## src/design/ermt_pkg.sv

```systemverilog
`default_nettype none
package ermt_pkg;

	localparam int TABLE_DEPTH = 8;
	localparam int CNT_W = $clog2(TABLE_DEPTH + 1);
	localparam int HELD_W = 4;

	typedef enum logic [1:0] {
		FUNC_RECORD      = 2'd0,
		FUNC_TAKE_MATCH  = 2'd1,
		FUNC_TAKE_OLDEST = 2'd2,
		FUNC_CLEAR       = 2'd3
	} func_t;

	typedef struct packed {
		logic [15:0] id;
		logic [15:0] seq;
		logic [31:0] src;
	} entry_t;

	typedef struct packed {
		logic  go;
		func_t op;
		logic  full;
	} cell_ctl_t;

	typedef struct packed {
		logic   hit;
		entry_t data;
	} chain_t;

endpackage
`default_nettype wire

```

## src/design/ermt_cell.sv

```systemverilog
`default_nettype none
module ermt_cell (
	input  wire                 clk,
	input  ermt_pkg::cell_ctl_t ctl,
	input  ermt_pkg::entry_t    req,
	input  wire                 occupied,
	input  wire                 write_here,
	input  ermt_pkg::entry_t    up_entry,
	input  ermt_pkg::chain_t    chain_in,
	output ermt_pkg::chain_t    chain_out,
	output ermt_pkg::entry_t    cur
);
	import ermt_pkg::*;

	entry_t entry_q;
	logic   eq;
	logic   take_local;
	logic   sel;
	logic   shift;
	logic   is_rec;

	always_comb begin
		is_rec = (ctl.op == FUNC_RECORD);
		eq = (entry_q.id == req.id) && (entry_q.seq == req.seq);
		case (ctl.op)
			FUNC_TAKE_MATCH:  take_local = occupied && eq;
			FUNC_TAKE_OLDEST: take_local = occupied;
			default:          take_local = 1'b0;
		endcase
		sel = take_local && !chain_in.hit;
		chain_out.hit = chain_in.hit || take_local;
		chain_out.data = sel ? entry_q : chain_in.data;
		shift = is_rec ? ctl.full : (chain_in.hit || sel);
	end

	always_ff @(posedge clk) begin
		if (ctl.go) begin
			if (is_rec && write_here) begin
				entry_q <= req;
			end else if (shift) begin
				entry_q <= up_entry;
			end
		end
	end

	assign cur = entry_q;

endmodule
`default_nettype wire

```

## src/design/echo_reply_match_table_unit.sv

```systemverilog
// Echo reply match table.
// Input channel (in_valid/in_ready) carries one operation per item: func selects
// record, take matching, take oldest or clear; identifier, sequence_req and
// source_address form the request. Output channel (out_valid/out_ready) returns
// exactly one result item per input item: found, the removed entry's fields
// (zero when nothing was removed), oldest_dropped and entries_held.
// Each table slot is a cell; slot 0 is the oldest. All cells compare against
// the request in parallel, a hit chain runs from the oldest cell to pick the
// first match, and cells at or above the removal point load from their younger
// neighbor in the same cycle.
// out_valid is registered, rising in the cycle after acceptance. Throughput: one
// item per cycle while out_ready is high, set by the cell row update and one
// output register. Reset empties the table (count to zero) and clears out_valid;
// entry contents are not cleared. When the receiver stalls, the result holds in
// the output register and in_ready stays low until it is taken.
`default_nettype none
module echo_reply_match_table_unit (
	input  wire                clk,
	input  wire                arst_n,
	input  wire                in_valid,
	output logic               in_ready,
	input  ermt_pkg::func_t    func,
	input  wire  [15:0]        identifier,
	input  wire  [15:0]        sequence_req,
	input  wire  [31:0]        source_address,
	output logic               out_valid,
	input  wire                out_ready,
	output logic               found,
	output logic [15:0]        reply_identifier,
	output logic [15:0]        reply_sequence,
	output logic [31:0]        reply_source,
	output logic               oldest_dropped,
	output logic [3:0]         entries_held
);
	import ermt_pkg::*;

	logic [CNT_W-1:0]        cnt_q;
	logic [CNT_W-1:0]        cnt_nxt;
	logic [CNT_W+HELD_W-1:0] cnt_ext;
	logic                    acc;
	logic                    full;
	logic [CNT_W-1:0]        wr_idx;
	cell_ctl_t               ctl;
	entry_t                  req;
	entry_t                  ent [TABLE_DEPTH];
	chain_t                  chain [TABLE_DEPTH+1];
	logic                    out_valid_q;
	logic                    found_q;
	entry_t                  reply_q;
	logic                    dropped_q;
	logic [HELD_W-1:0]       held_q;

	assign in_ready = !out_valid_q || out_ready;
	assign acc = in_valid && in_ready;
	assign full = (cnt_q == CNT_W'(TABLE_DEPTH));
	assign wr_idx = full ? CNT_W'(TABLE_DEPTH - 1) : cnt_q;
	assign req = '{id: identifier, seq: sequence_req, src: source_address};
	assign ctl = '{go: acc, op: func, full: full};
	assign chain[0] = '{hit: 1'b0, data: '0};

	for (genvar k = 0; k < TABLE_DEPTH; k++) begin : g_cell
		entry_t up;
		if (k == TABLE_DEPTH - 1) begin : g_top
			assign up = req;
		end else begin : g_mid
			assign up = ent[k+1];
		end
		ermt_cell u_cell (
			.clk        (clk),
			.ctl        (ctl),
			.req        (req),
			.occupied   (CNT_W'(k) < cnt_q),
			.write_here (wr_idx == CNT_W'(k)),
			.up_entry   (up),
			.chain_in   (chain[k]),
			.chain_out  (chain[k+1]),
			.cur        (ent[k])
		);
	end

	always_comb begin
		case (func)
			FUNC_RECORD:      cnt_nxt = full ? cnt_q : cnt_q + 1'b1;
			FUNC_TAKE_MATCH,
			FUNC_TAKE_OLDEST: cnt_nxt = chain[TABLE_DEPTH].hit ? cnt_q - 1'b1 : cnt_q;
			default:          cnt_nxt = '0;
		endcase
		cnt_ext = {{HELD_W{1'b0}}, cnt_nxt};
	end

	always_ff @(posedge clk or negedge arst_n) begin
		if (!arst_n) begin
			cnt_q <= '0;
			out_valid_q <= 1'b0;
		end else begin
			if (acc) begin
				cnt_q <= cnt_nxt;
				out_valid_q <= 1'b1;
			end else if (out_ready) begin
				out_valid_q <= 1'b0;
			end
		end
	end

	always_ff @(posedge clk) begin
		if (acc) begin
			found_q <= chain[TABLE_DEPTH].hit;
			reply_q <= chain[TABLE_DEPTH].data;
			dropped_q <= (func == FUNC_RECORD) && full;
			held_q <= cnt_ext[HELD_W-1:0];
		end
	end

	assign out_valid = out_valid_q;
	assign found = found_q;
	assign reply_identifier = reply_q.id;
	assign reply_sequence = reply_q.seq;
	assign reply_source = reply_q.src;
	assign oldest_dropped = dropped_q;
	assign entries_held = held_q;

	a_cnt_bound: assert property (@(posedge clk) disable iff (!arst_n)
		cnt_q <= CNT_W'(TABLE_DEPTH))
		else $error("entry count above table depth");

	a_drop_full: assert property (@(posedge clk) disable iff (!arst_n)
		acc && func == FUNC_RECORD && full |=> oldest_dropped && !found)
		else $error("record into full table did not report a drop");

	a_clear: assert property (@(posedge clk) disable iff (!arst_n)
		acc && func == FUNC_CLEAR |=> cnt_q == '0 && !found && !oldest_dropped)
		else $error("clear left entries");

	a_take_cnt: assert property (@(posedge clk) disable iff (!arst_n)
		acc && (func == FUNC_TAKE_MATCH || func == FUNC_TAKE_OLDEST)
		|=> cnt_q == $past(cnt_q) - CNT_W'(found))
		else $error("take changed count inconsistently with found");

endmodule
`default_nettype wire

```

## config.mk

```make
export PLATFORM = sky130hd
export DESIGN_NAME = echo_reply_match_table_unit
export DESIGN_NICKNAME = d
export VERILOG_FILES = /design/src/design/ermt_pkg.sv /design/src/design/ermt_cell.sv /design/src/design/echo_reply_match_table_unit.sv
export SDC_FILE = /design/constraint.sdc
export NUM_CORES = 1
export LEC_CHECK = 0
export BUFFER_PORTS_ARGS = -buffer_cell sky130_fd_sc_hd__buf_2
export CORE_MARGIN = 5
export CORE_UTILIZATION = 45
export CTS_CLUSTER_SIZE = 12
export DETAILED_ROUTE_END_ITERATION = 10
export PLACE_DENSITY = 0.62
export SETUP_SLACK_MARGIN = 0.5
export SLEW_MARGIN = 20
export SYNTH_ARGS = -nofsm -noshare
export SYNTH_HDL_FRONTEND = slang
export SYNTH_SLANG_ARGS = --single-unit
```

## constraint.sdc

```tcl
create_clock -name clk -period 12.1 [get_ports clk]
set_input_delay 0.605 -clock clk [delete_from_list [all_inputs] [get_ports clk]]
set_output_delay 0.605 -clock clk [all_outputs]
set_load 0.01 [all_outputs]
```

== After elaboration in Yosys (flattened, before gate mapping) ==
Index checks and enable logic that the tools add are counted.
Operators by class
  equality and inequality tests: 26
  add/subtract/negate cells: 2
  reduce and logical (&&, ||, !) cells: 76
  multiplexer cells: 46
  magnitude comparators: 8
Operator list (count)
  two-way mux 64 bit: 24
  == test 16 bit: 16
  logical AND 1 bit: 33
  nonzero test 2 bit: 9
  == test 4 x 3 -> 1 bit (second input constant): 4
  < comparator 3 x 4 -> 1 bit (first input constant): 4
  case mux 1 bit (2 select lines): 8
  AND reduction 2 bit: 8
  logical OR 1 bit: 15
  two-way mux 4 bit: 3
  two-way mux 1 bit: 10
  == test 4 x 2 -> 1 bit (second input constant): 2
  logical NOT 1 bit: 8
  < comparator 1 x 4 -> 1 bit (first input constant): 2
  < comparator 2 x 4 -> 1 bit (first input constant): 2
  case mux 4 bit (2 select lines): 1
  adder 4 x 1 -> 4 bit (second input constant): 1
  == test 4 x 1 -> 1 bit (second input constant): 1
  == test 4 bit (second input constant): 1
  logical NOT 4 bit: 1
  subtractor 4 x 1 -> 4 bit (second input constant): 1
  == test 2 x 1 -> 1 bit (second input constant): 1
  == test 2 bit (second input constant): 1
  logical NOT 2 bit: 1
  OR reduction 2 bit: 1
Word-level totals
  bits in registers: 587
  input bits: 70
  output and inout port bits: 72
  word-level logic and storage cells: 190

== Longest topological paths before layout ==
Gate-level depths: netlist of the first run.
  word-level depth: 16
  depth in mapped cells: 15
  mapped depth without buffers: 11

== Hierarchy ==
From an unflattened synthesis of the first run, not the netlist that was laid out.
Unflattened totals
  cells, all modules: 5344
  area, all modules: 50161.9 µm²
Modules (own cells, without submodules)
  ermt_cell: seq. area each 1921.8 µm², instances 8, area an instance 5923.2 µm², cells an instance 648
  echo_reply_match_table_unit: seq. area each 2227.1 µm², instances 1, area an instance 2776.4 µm², cells an instance 160

== Worst setup path before layout of the first run ==
Ideal clock, no wire load.
  path kind: input port to flip-flop
  from: input port func[0]
  to: register g_cell[3].u_cell.entry_q, in the netlist g_cell[3].u_cell.cur[0], enable pin
  stages on the path: 11
  path slack: 5.895 ns
  arrival time: 5.698 ns
  buffers on the path: 3
  data required time: 11.593 ns
  library setup time: 0.507 ns
  cell sequence: inv_1 -> ha_1 -> buf_2 -> o21ai_1 -> nor4_1 -> and3_1 -> or3_1 -> clkbuf_1 -> buf_1 -> o41ai_1 -> a21oi_1
Between the ends
  word-level cells in the longest chain between the ends: 10
  elaborated cells on any way between the ends: 16
  those cells by class: eq/ne (2); mux (5); reduce/logical (9)
RTL lines
  start: declaration: RTL line echo_reply_match_table_unit.sv:22  | input ermt_pkg::func_t func,
  == test 2 bit or == test 2 x 1 -> 1 bit (tied branches): RTL line ermt_cell.sv:25  | case (ctl.op)
  case mux 1 bit (2 select lines): RTL line ermt_cell.sv:25
  logical OR 1 bit (2 in a row): RTL line ermt_cell.sv:31  | chain_out.hit = chain_in.hit || take_local;
  logical NOT 1 bit: RTL line ermt_cell.sv:30  | sel = take_local && !chain_in.hit;
  logical AND 1 bit: RTL line ermt_cell.sv:30
  logical OR 1 bit: RTL line ermt_cell.sv:33  | shift = is_rec ? ctl.full : (chain_in.hit || sel);
  two-way mux 1 bit: RTL line ermt_cell.sv:33
  nonzero test 2 bit (no source line) (*)
  AND reduction 2 bit (no source line) (*)
  end signal: assignment: RTL line ermt_cell.sv:39  | entry_q <= req;
  end signal: assignment: RTL line ermt_cell.sv:41  | entry_q <= up_entry;
  end: declaration: RTL line ermt_cell.sv:15  | entry_t entry_q;
Every way passes the cells marked *; elsewhere a longest branch is shown, timed or not.
A chain may end at the register's enable or synchronous reset.

== Worst setup path in the final report of the first run ==
  from: register cnt_q[0]
  to: register g_cell[3].u_cell.entry_q, in the netlist g_cell[3].u_cell.cur[61], enable pin
Between the ends
  word-level cells in the longest chain between the ends: 11
  elaborated cells on any way between the ends: 24
  those cells by class: order compare (4); eq/ne (2); mux (6); reduce/logical (12)
RTL lines
  start: declaration: RTL line echo_reply_match_table_unit.sv:37  | logic [CNT_W-1:0] cnt_q;
  start signal: assignment: RTL line echo_reply_match_table_unit.sv:97  | cnt_q <= cnt_nxt;
  < comparator 1 x 4 -> 1 bit: RTL line echo_reply_match_table_unit.sv:72  | .occupied (CNT_W'(k) < cnt_q),
  logical AND 1 bit: RTL line ermt_cell.sv:26  | FUNC_TAKE_MATCH: take_local = occupied && eq;
  case mux 1 bit (2 select lines): RTL line ermt_cell.sv:25
  logical OR 1 bit (2 in a row): RTL line ermt_cell.sv:31
  logical NOT 1 bit: RTL line ermt_cell.sv:30
  logical AND 1 bit: RTL line ermt_cell.sv:30
  logical OR 1 bit: RTL line ermt_cell.sv:33
  two-way mux 1 bit: RTL line ermt_cell.sv:33
  nonzero test 2 bit (no source line) (*)
  AND reduction 2 bit (no source line) (*)
Marked as above.

==> flow_summary_export.csv, run 1 <==
group,metric,value,unit
grt,grt_max_degree,55,
setup_path,crit_type,"register to register",
sta,period_minus_slack,5190,ps
finish,drive_gt1_share,31.6,%
flow_run,maxCapViolations,0,
sta,max_freq,193,MHz
synthesis,yosysTopAreaCell,"edfxtp_1",
clocking,post_cts_buffers,0,
grt,antenna_found_initial,10,
floorplan,die_h,271,um
synthesis,ys_warn_count,0,
finish,register_area,17600,um2
clocking,cts_max_level,3,
grt,first_global_vias,20600,
sta,worst_slew_pin_slew,1180,ps
clocking,post_cts_resized,0,
setup_path,cp.arrival,5410,ps
route,vias_per_cell,6.36,
synthesis,avgSynthCellArea,13.4,um2
setup_path,cp.depth,11,
sta,fin_tns_setup,0,ps
setup_path,crit_required,12320,ps
placed_design,dp_cells,3138,
setup_path,worstSetupStartpoint,"cnt_q[0]",
sta,period_share,42.9,%
sta,rsz0062_at_grt,"false",
placed_design,port_buffers,141,
synthesis,netlist_top_cells_area,"edfxtp_1 57%, mux2_2 16%, xnor2_1 3.9%, xor2_1 3.5%, nand2_1 1.6%",
grt,overflow,0,
setup_path,crit_family,"simple AND/OR/NAND/NOR gates",
finish,area_delta_synth_final,11.4,%
route,ant_nets,0,
floorplan,core_area,67300,um2
sta,timing.hold.ws,203,ps
setup_path,reg2reg_depth,11,
clocking,clock-root-buffer,"clkbuf_16",
synthesis,synthDistinctLibCells,64,
synthesis,synth_nets,2365,
setup_path,critPathBufInv,3,
synthesis,syn_inst,2285,
synthesis,synth-edff-count,582,
grt,grt_use_total,27.4,%
setup_path,slowest_delay,890,ps
setup_path,cp_slowest_cell,"buf_4",
floorplan,io_pins,142,
route,drcViolationCount,0,
setup_path,r2r_setup_slack,6910,ps
synthesis,synth_seq_cells,587,
sta,finalSetupViolCount,0,
clocking,clkSinkCount,587,
placed_design,place.gp.congestion,1.03,
route,via_count,20800,
floorplan,start_util,45.4,%
route,detail_route.iter0.violations,2280,
setup_path,crit_fanout,51,
setup_path,endpoint,"g_cell[3].u_cell.cur[61]",
finish,final_nets,2417,
clocking,cts_buffers,68,
setup_path,crit_top_cell,"buf_4",
synthesis,async_flop_share,0.852,%
clocking,clk_pin_slew,50,ps
synthesis,synth_top_cell_area_share,57.2,%
sta,skew,26.7,ps
setup_path,end_kind,"register",
finish,fillers,5789,
outcome,status,"finished, final reports clean",
placed_design,dp_hpwl,65100,um
floorplan,core.rowCount,95,
min_path,hp-class,"primary input to register",
power,power,5370,uW
clocking,clk_path_buf_depth,3,
sta,relSlewSlack,21.7,%
sta,slew_viol_final,0,
power,leakagePower,0.0113,uW
synthesis,seq_area_frac_synth,57.6,%
setup_path,worst_r2r_endpoint,"g_cell[3].u_cell.cur[61]",
route,wl_per_cell,31.9,um
grt,grt_pass1_wl,149000,um
clocking,tritoncts,"done",
floorplan,die_w,271,um
power,p_per_area,158,nW/um2
setup_path,crit_chain,"inv_1 -> ha_1 -> nor2_1 -> o21ai_1 -> nor4_1 -> and3_1 -> or3_1 -> buf_4 -> o41ai_1 -> a21oi_4 -> buf_4",
route,finalWirelength,104000,um
clocking,clkLatencyLatePin,620,ps
sta,hold_violations,0,
power,ir_drop,0.104,mV
synthesis,netlist_area,30600,um2
route,drtPass1Iterations,6,
floorplan,fp.dieArea,73200,um2
synthesis,synthFlopType,"edfxtp_1",
setup_path,reg2reg_from,"cnt_q[0]",
finish,fin_cells,3263,
finish,multi_input_area,12300,um2
setup_path,startpoint_type,"register",
[area by class of cell]
class | count | share of cell area, %
flip-flops and latches | 587 | 51.7
multi-input cells | 1485 | 36.0
clock buffers | 98 | 5.48
well taps | 873 | 3.21
repair buffers | 181 | 3.02
clock inverters | 22 | 0.375
inverters | 14 | 0.162
diodes | 3 | 0.0220
[worst register-to-register path, cell delays in order, from the launching register on]
cell,delay (ps)
dfrtp_1,530
inv_1,160
ha_1,280
nor2_1,140
o21ai_1,160
nor4_1,540
and3_1,760
or3_1,200
buf_4,350
o41ai_1,190
a21oi_4,520
buf_4,890
[timing repair]
item | in CTS | in global routing
hold buffers | 1 | 0
setup endpoints to repair | 0 | 0
hold endpoints to repair | 5 | 0
[how the worst min path moves through the flow]
stage,cells past startpoint,endpoint,from
6_report,2,out_valid,in_valid
5_1_grt,2,out_valid,in_valid
4_1_cts,2,out_valid,in_valid
3_5_place_dp,1,out_valid,arst_n
3_3_place_gp,1,out_valid,arst_n
2_1_floorplan,0,cnt_q[0],arst_n
[report_power, final]
part           total (uW)  switching [uW]  internal, uW
logic                 918             589           329
registers            2560             104          2460
clock network        1900             826          1070
[Yosys cell counts (all sizes together), types with 15 or more instances]
cell    instances
a21o           18
a221o          33
nor4           36
nand2b         16
clkbuf        113
o221ai         18
a21oi          50
o21ai          22
xor2          123
nand4          50
edfxtp        582
nor2          102
buf            86
nor3           15
nand3          49
a31oi          15
o211ai         50
xnor2         135
a22o           17
nand2         127
mux2          445
a222oi         36
[through the flow]
step           cell area (um2)  worst slack, ps  util (%)
2_1_floorplan            30600             5890         -
3_3_place_gp             32000             6610      47.6
3_5_place_dp             32000             6520      47.6
4_1_cts                  34000             6980      50.6
5_1_grt                  34100             6690      50.6
6_report                 34100             6910      50.6
[layer usage]
metal | global-route usage, % | vias up | routed length, um
met5 | 0 | - | 55
met4 | 11.2 | 10 | 4960
met3 | 4.39 | 247 | 7640
met2 | 44.6 | 1020 | 49000
met1 | 36.8 | 10600 | 42300
li1 | - | 8869 | -
[flip-flops by register name, summed over array words and instances, names as in the netlist]
name	flops
reply_source	32
out_valid	1
g_cell.u_cell.cur	512
cnt_q	4
reply_identifier	16
reply_sequence	16
found	1
oldest_dropped	1
entries_held	4
[cell families (layout without fill, tap and decap cells)]
logic type      count (synthesis)  after routing  synth area share [%]
flops                         587            587                  57.6
simple gates                  449            449                  7.27
mux                           447            447                  16.5
compound gates                321            321                  8.07
xor+xnor                      258            258                  7.39
buf+inv                       213            315                  2.82
fa+ha+maj                      10             10                 0.409
other cells                     0              3                     0
[cells in the final DEF (no fill, tap or decap), types with 47 or more instances in the layout]
master / netlist / routed
edfxtp_1: 582 / 582
mux2_2: 445 / 445
buf_2: 50 / 141
xnor2_1: 135 / 135
nand2_1: 127 / 126
xor2_1: 123 / 123
nor2_1: 102 / 92
clkbuf_16: 0 / 70
nand4_1: 50 / 50
o211ai_1: 50 / 50
nand3_1: 48 / 47
No activity file was read; power rests on OpenSTA's default activity.
==> run 2: changes to the inputs <==
--- a/config.mk
+++ b/config.mk
@@ -5,6 +5,7 @@
 export SDC_FILE = /design/constraint.sdc
 export NUM_CORES = 1
 export LEC_CHECK = 0
+export ABC_AREA = 1
 export BUFFER_PORTS_ARGS = -buffer_cell sky130_fd_sc_hd__buf_2
 export CORE_MARGIN = 5
 export CORE_UTILIZATION = 45
==> constraint.sdc (replaced) <==
create_clock -name clk -period 5.2 [get_ports clk]
set_input_delay 0.26 -clock clk [delete_from_list [all_inputs] [get_ports clk]]
set_output_delay 0.26 -clock clk [all_outputs]
set_load 0.01 [all_outputs]
==> run 2 against run 1 <==
Critical path depth down 1. Routed wire length down 13%. Synthesized cell count increased by 45%. Worst setup slack worse by 5600 ps. Sequential power grew to 2.7 times the previous value. Die area shrank 0.66%. Sequential share of layout area decreased by 0.35 points. Cell count grew 33%. Via count grew 17%.
==> flow_summary_export.csv, run 2 <==
group,metric,value,unit
outcome,status,"finished, final reports clean",
sta,relSlewSlack,25.8,%
route,vias_per_cell,5.62,
finish,fillers,6310,
route,detail_route.iter0.violations,2467,
floorplan,start_util,45.3,%
setup_path,cp.arrival,4230,ps
finish,layout_commonest_cell,"nand2_1",
setup_path,startpoint_type,"register",
setup_path,cp_slowest_cell,"buf_4",
route,wl_per_cell,21.0,um
setup_path,slowest_delay,650,ps
synthesis,netlist_top_cells_area,"edfxtp_1 58%, nand2_1 14%, o21ai_0 7.9%, inv_1 2.3%, nand3_1 2.2%",
power,p_comb_share,24.2,%
clocking,tritoncts,"done",
floorplan,core.rowCount,95,
sta,hold_violations,0,
finish,most-common-layout-cells,"1087 x nand2_1, 582 x edfxtp_1, 477 x o21ai_0",
setup_path,crit_fanout,75,
clocking,cts_buffers,68,
setup_path,crit_chain,"inv_1 -> ha_1 -> nand3_1 -> nor2_1 -> inv_1 -> o31ai_1 -> nand2_4 -> buf_4 -> buf_4 -> o21ai_0",
clocking,hold_buffers,52,
finish,largest_reg_flops,512,
synthesis,synth.most_common_cell,"nand2_1",
grt,overflow,0,
sta,rsz0062_at_grt,"false",
floorplan,core_area,67000,um2
synthesis,netlist_area,30400,um2
clocking,post_cts_buffers,0,
finish,final_nets,3491,
grt,first_global_vias,23200,
clocking,clk_path_buf_depth,3,
power,seqPwrFrac,45.8,%
floorplan,fp.dieArea,72800,um2
route,ant_nets,0,
clocking,clkSinkCount,587,
synthesis,syn_inst,3305,
placed_design,place.gp.congestion,0.894,
grt,grt_use_total,24.5,%
setup_path,crit_type,"register to register",
clocking,clk_pin_slew,60,ps
flow_run,maxCapViolations,0,
grt,grt_max_degree,107,
synthesis,synth_seq_cells,587,
synthesis,synth_top_cell_area_share,57.6,%
power,p_sw,4920,uW
sta,slew_viol_final,0,
sta,fin_tns_setup,0,ps
power,leakagePower,0.0139,uW
power,ir_drop,0.265,mV
clocking,post_cts_resized,0,
synthesis,synthDistinctLibCells,43,
finish,drive_gt1_share,10.5,%
finish,area_delta_synth_final,13.0,%
sta,period_share,75.3,%
placed_design,dp_cells,4161,
sta,finalSetupViolCount,0,
min_path,hp-class,"primary input to register",
setup_path,end_kind,"register",
route,via_count,24300,
synthesis,ys_warn_count,0,
synthesis,seq_area_frac_synth,58.0,%
grt,antenna_found_initial,5,
clocking,clock-root-buffer,"clkbuf_16",
route,drtPass1Iterations,6,
power,internal_power,10000,uW
synthesis,synthFlopType,"edfxtp_1",
grt,grt_pass1_wl,140000,um
route,finalWirelength,90900,um
synthesis,async_flop_share,0.852,%
placed_design,port_buffers,141,
setup_path,critPathBufInv,4,
synthesis,synthTopCellsByCount,"1094 x nand2_1, 582 x edfxtp_1, 477 x o21ai_0",
synthesis,yosysTopAreaCell,"edfxtp_1",
floorplan,die_w,270,um
placed_design,dp_hpwl,55900,um
synthesis,synth-edff-count,582,
power,p_sw_share,33.0,%
power,p_per_area,435,nW/um2
finish,fin_cells,4332,
setup_path,crit_required,5520,ps
floorplan,die_h,270,um
route,drcViolationCount,0,
clocking,clkLatencyLatePin,620,ps
power,p_clk_share,30.1,%
clocking,cts_max_level,3,
sta,skew,22.9,ps
floorplan,io_pins,142,
setup_path,crit_family,"buffers and inverters",
sta,worst_slew_pin_slew,1110,ps
sta,max_freq,255,MHz
synthesis,avgSynthCellArea,9.18,um2
synthesis,synth_nets,3385,
sta,period_minus_slack,3920,ps
[run 2: per-stage QoR]
| stage | area (um2) | hold slack (ps) | setup WS, ps | utilization [%] | total power (uW) |
|---|---|---|---|---|---|
| finish | 34300 | 31.3 | 1280 | 51.1 | 14900 |
| global placement | 31700 | 91.3 | 1280 | 47.3 | 10400 |
| floorplan | 30400 | -35.6 | -362 | - | 9180 |
| detailed placement | 31700 | 89.2 | 1270 | 47.3 | 10500 |
| CTS | 34300 | 2.01 | 1300 | 51.1 | 15000 |
| global route | 34300 | 21.4 | 1020 | 51.1 | 15700 |
[run 2: layout make-up]
| cell class | count | area [um2] | share of cell area, % |
|---|---|---|---|
| clock inverter | 24 | 211 | 0.617 |
| tap | 873 | 1090 | 3.19 |
| inverter | 224 | 852 | 2.48 |
| sequential | 587 | 17600 | 51.3 |
| antenna | 2 | 5.00 | 0.0146 |
| timing repair buffer | 242 | 1700 | 4.96 |
| clock buffer | 92 | 1810 | 5.29 |
| multi-input combinational | 2288 | 11000 | 32.1 |
[run 2: cell families (layout without fill, tap and decap cells)]
logic type | after synthesis | count (layout) | synth area share, %
other | 0 | 2 | 0
multiplexers | 4 | 4 | 0.132
XOR/XNOR | 81 | 81 | 2.34
AND/OR/NAND/NOR | 1497 | 1497 | 20.6
AO/OA/AOI/OAI | 696 | 696 | 12.2
flip-flops | 587 | 587 | 58.0
adder cells (fa/ha/maj) | 10 | 10 | 0.412
buffers and inverters | 430 | 582 | 6.26
[run 2: final timing paths]
path | start | slack (ps) | endpoint | cells past startpoint
min in group asynchronous | arst_n | 580 | cnt_q[1] | 3
max in group asynchronous | arst_n | 4410 | cnt_q[3] | 3
min | sequence_req[4] | 30 | g_cell[7].u_cell.cur[36] | 1
min reg2reg | out_valid | 510 | out_valid | 2
max | cnt_q[1] | 1280 | g_cell[6].u_cell.cur[43] | 10
max reg2reg | cnt_q[1] | 1280 | g_cell[6].u_cell.cur[43] | 10
[run 2: power by group through the flow]
stage	Combinational [uW]	Clock, uW	Sequential, uW
finish	3600	4480	6830
global route	4000	4780	6910
CTS	3600	4570	6820
detailed placement	3550	0	6910
global placement	3500	0	6910
floorplan	2280	0	6910
[run 2: worst reg2reg max path: cells and delay by family (launching register included)]
family	cells	cell delay (ps)
buffers and inverters	4	1870
AOI/OAI and AO/OA	2	580
and+or+nand+nor	3	500
DFF	1	420
adders and majority gates	1	260
[run 2: layer usage]
layer  up-vias  global-route usage (%)  routed length (um)
met1     11600                    34.7               39000
met5         -                       0                  41
li1      11600                       -                   -
met4         6                    7.45                2450
met2      1005                    38.7               41300
met3       148                    4.51                8030
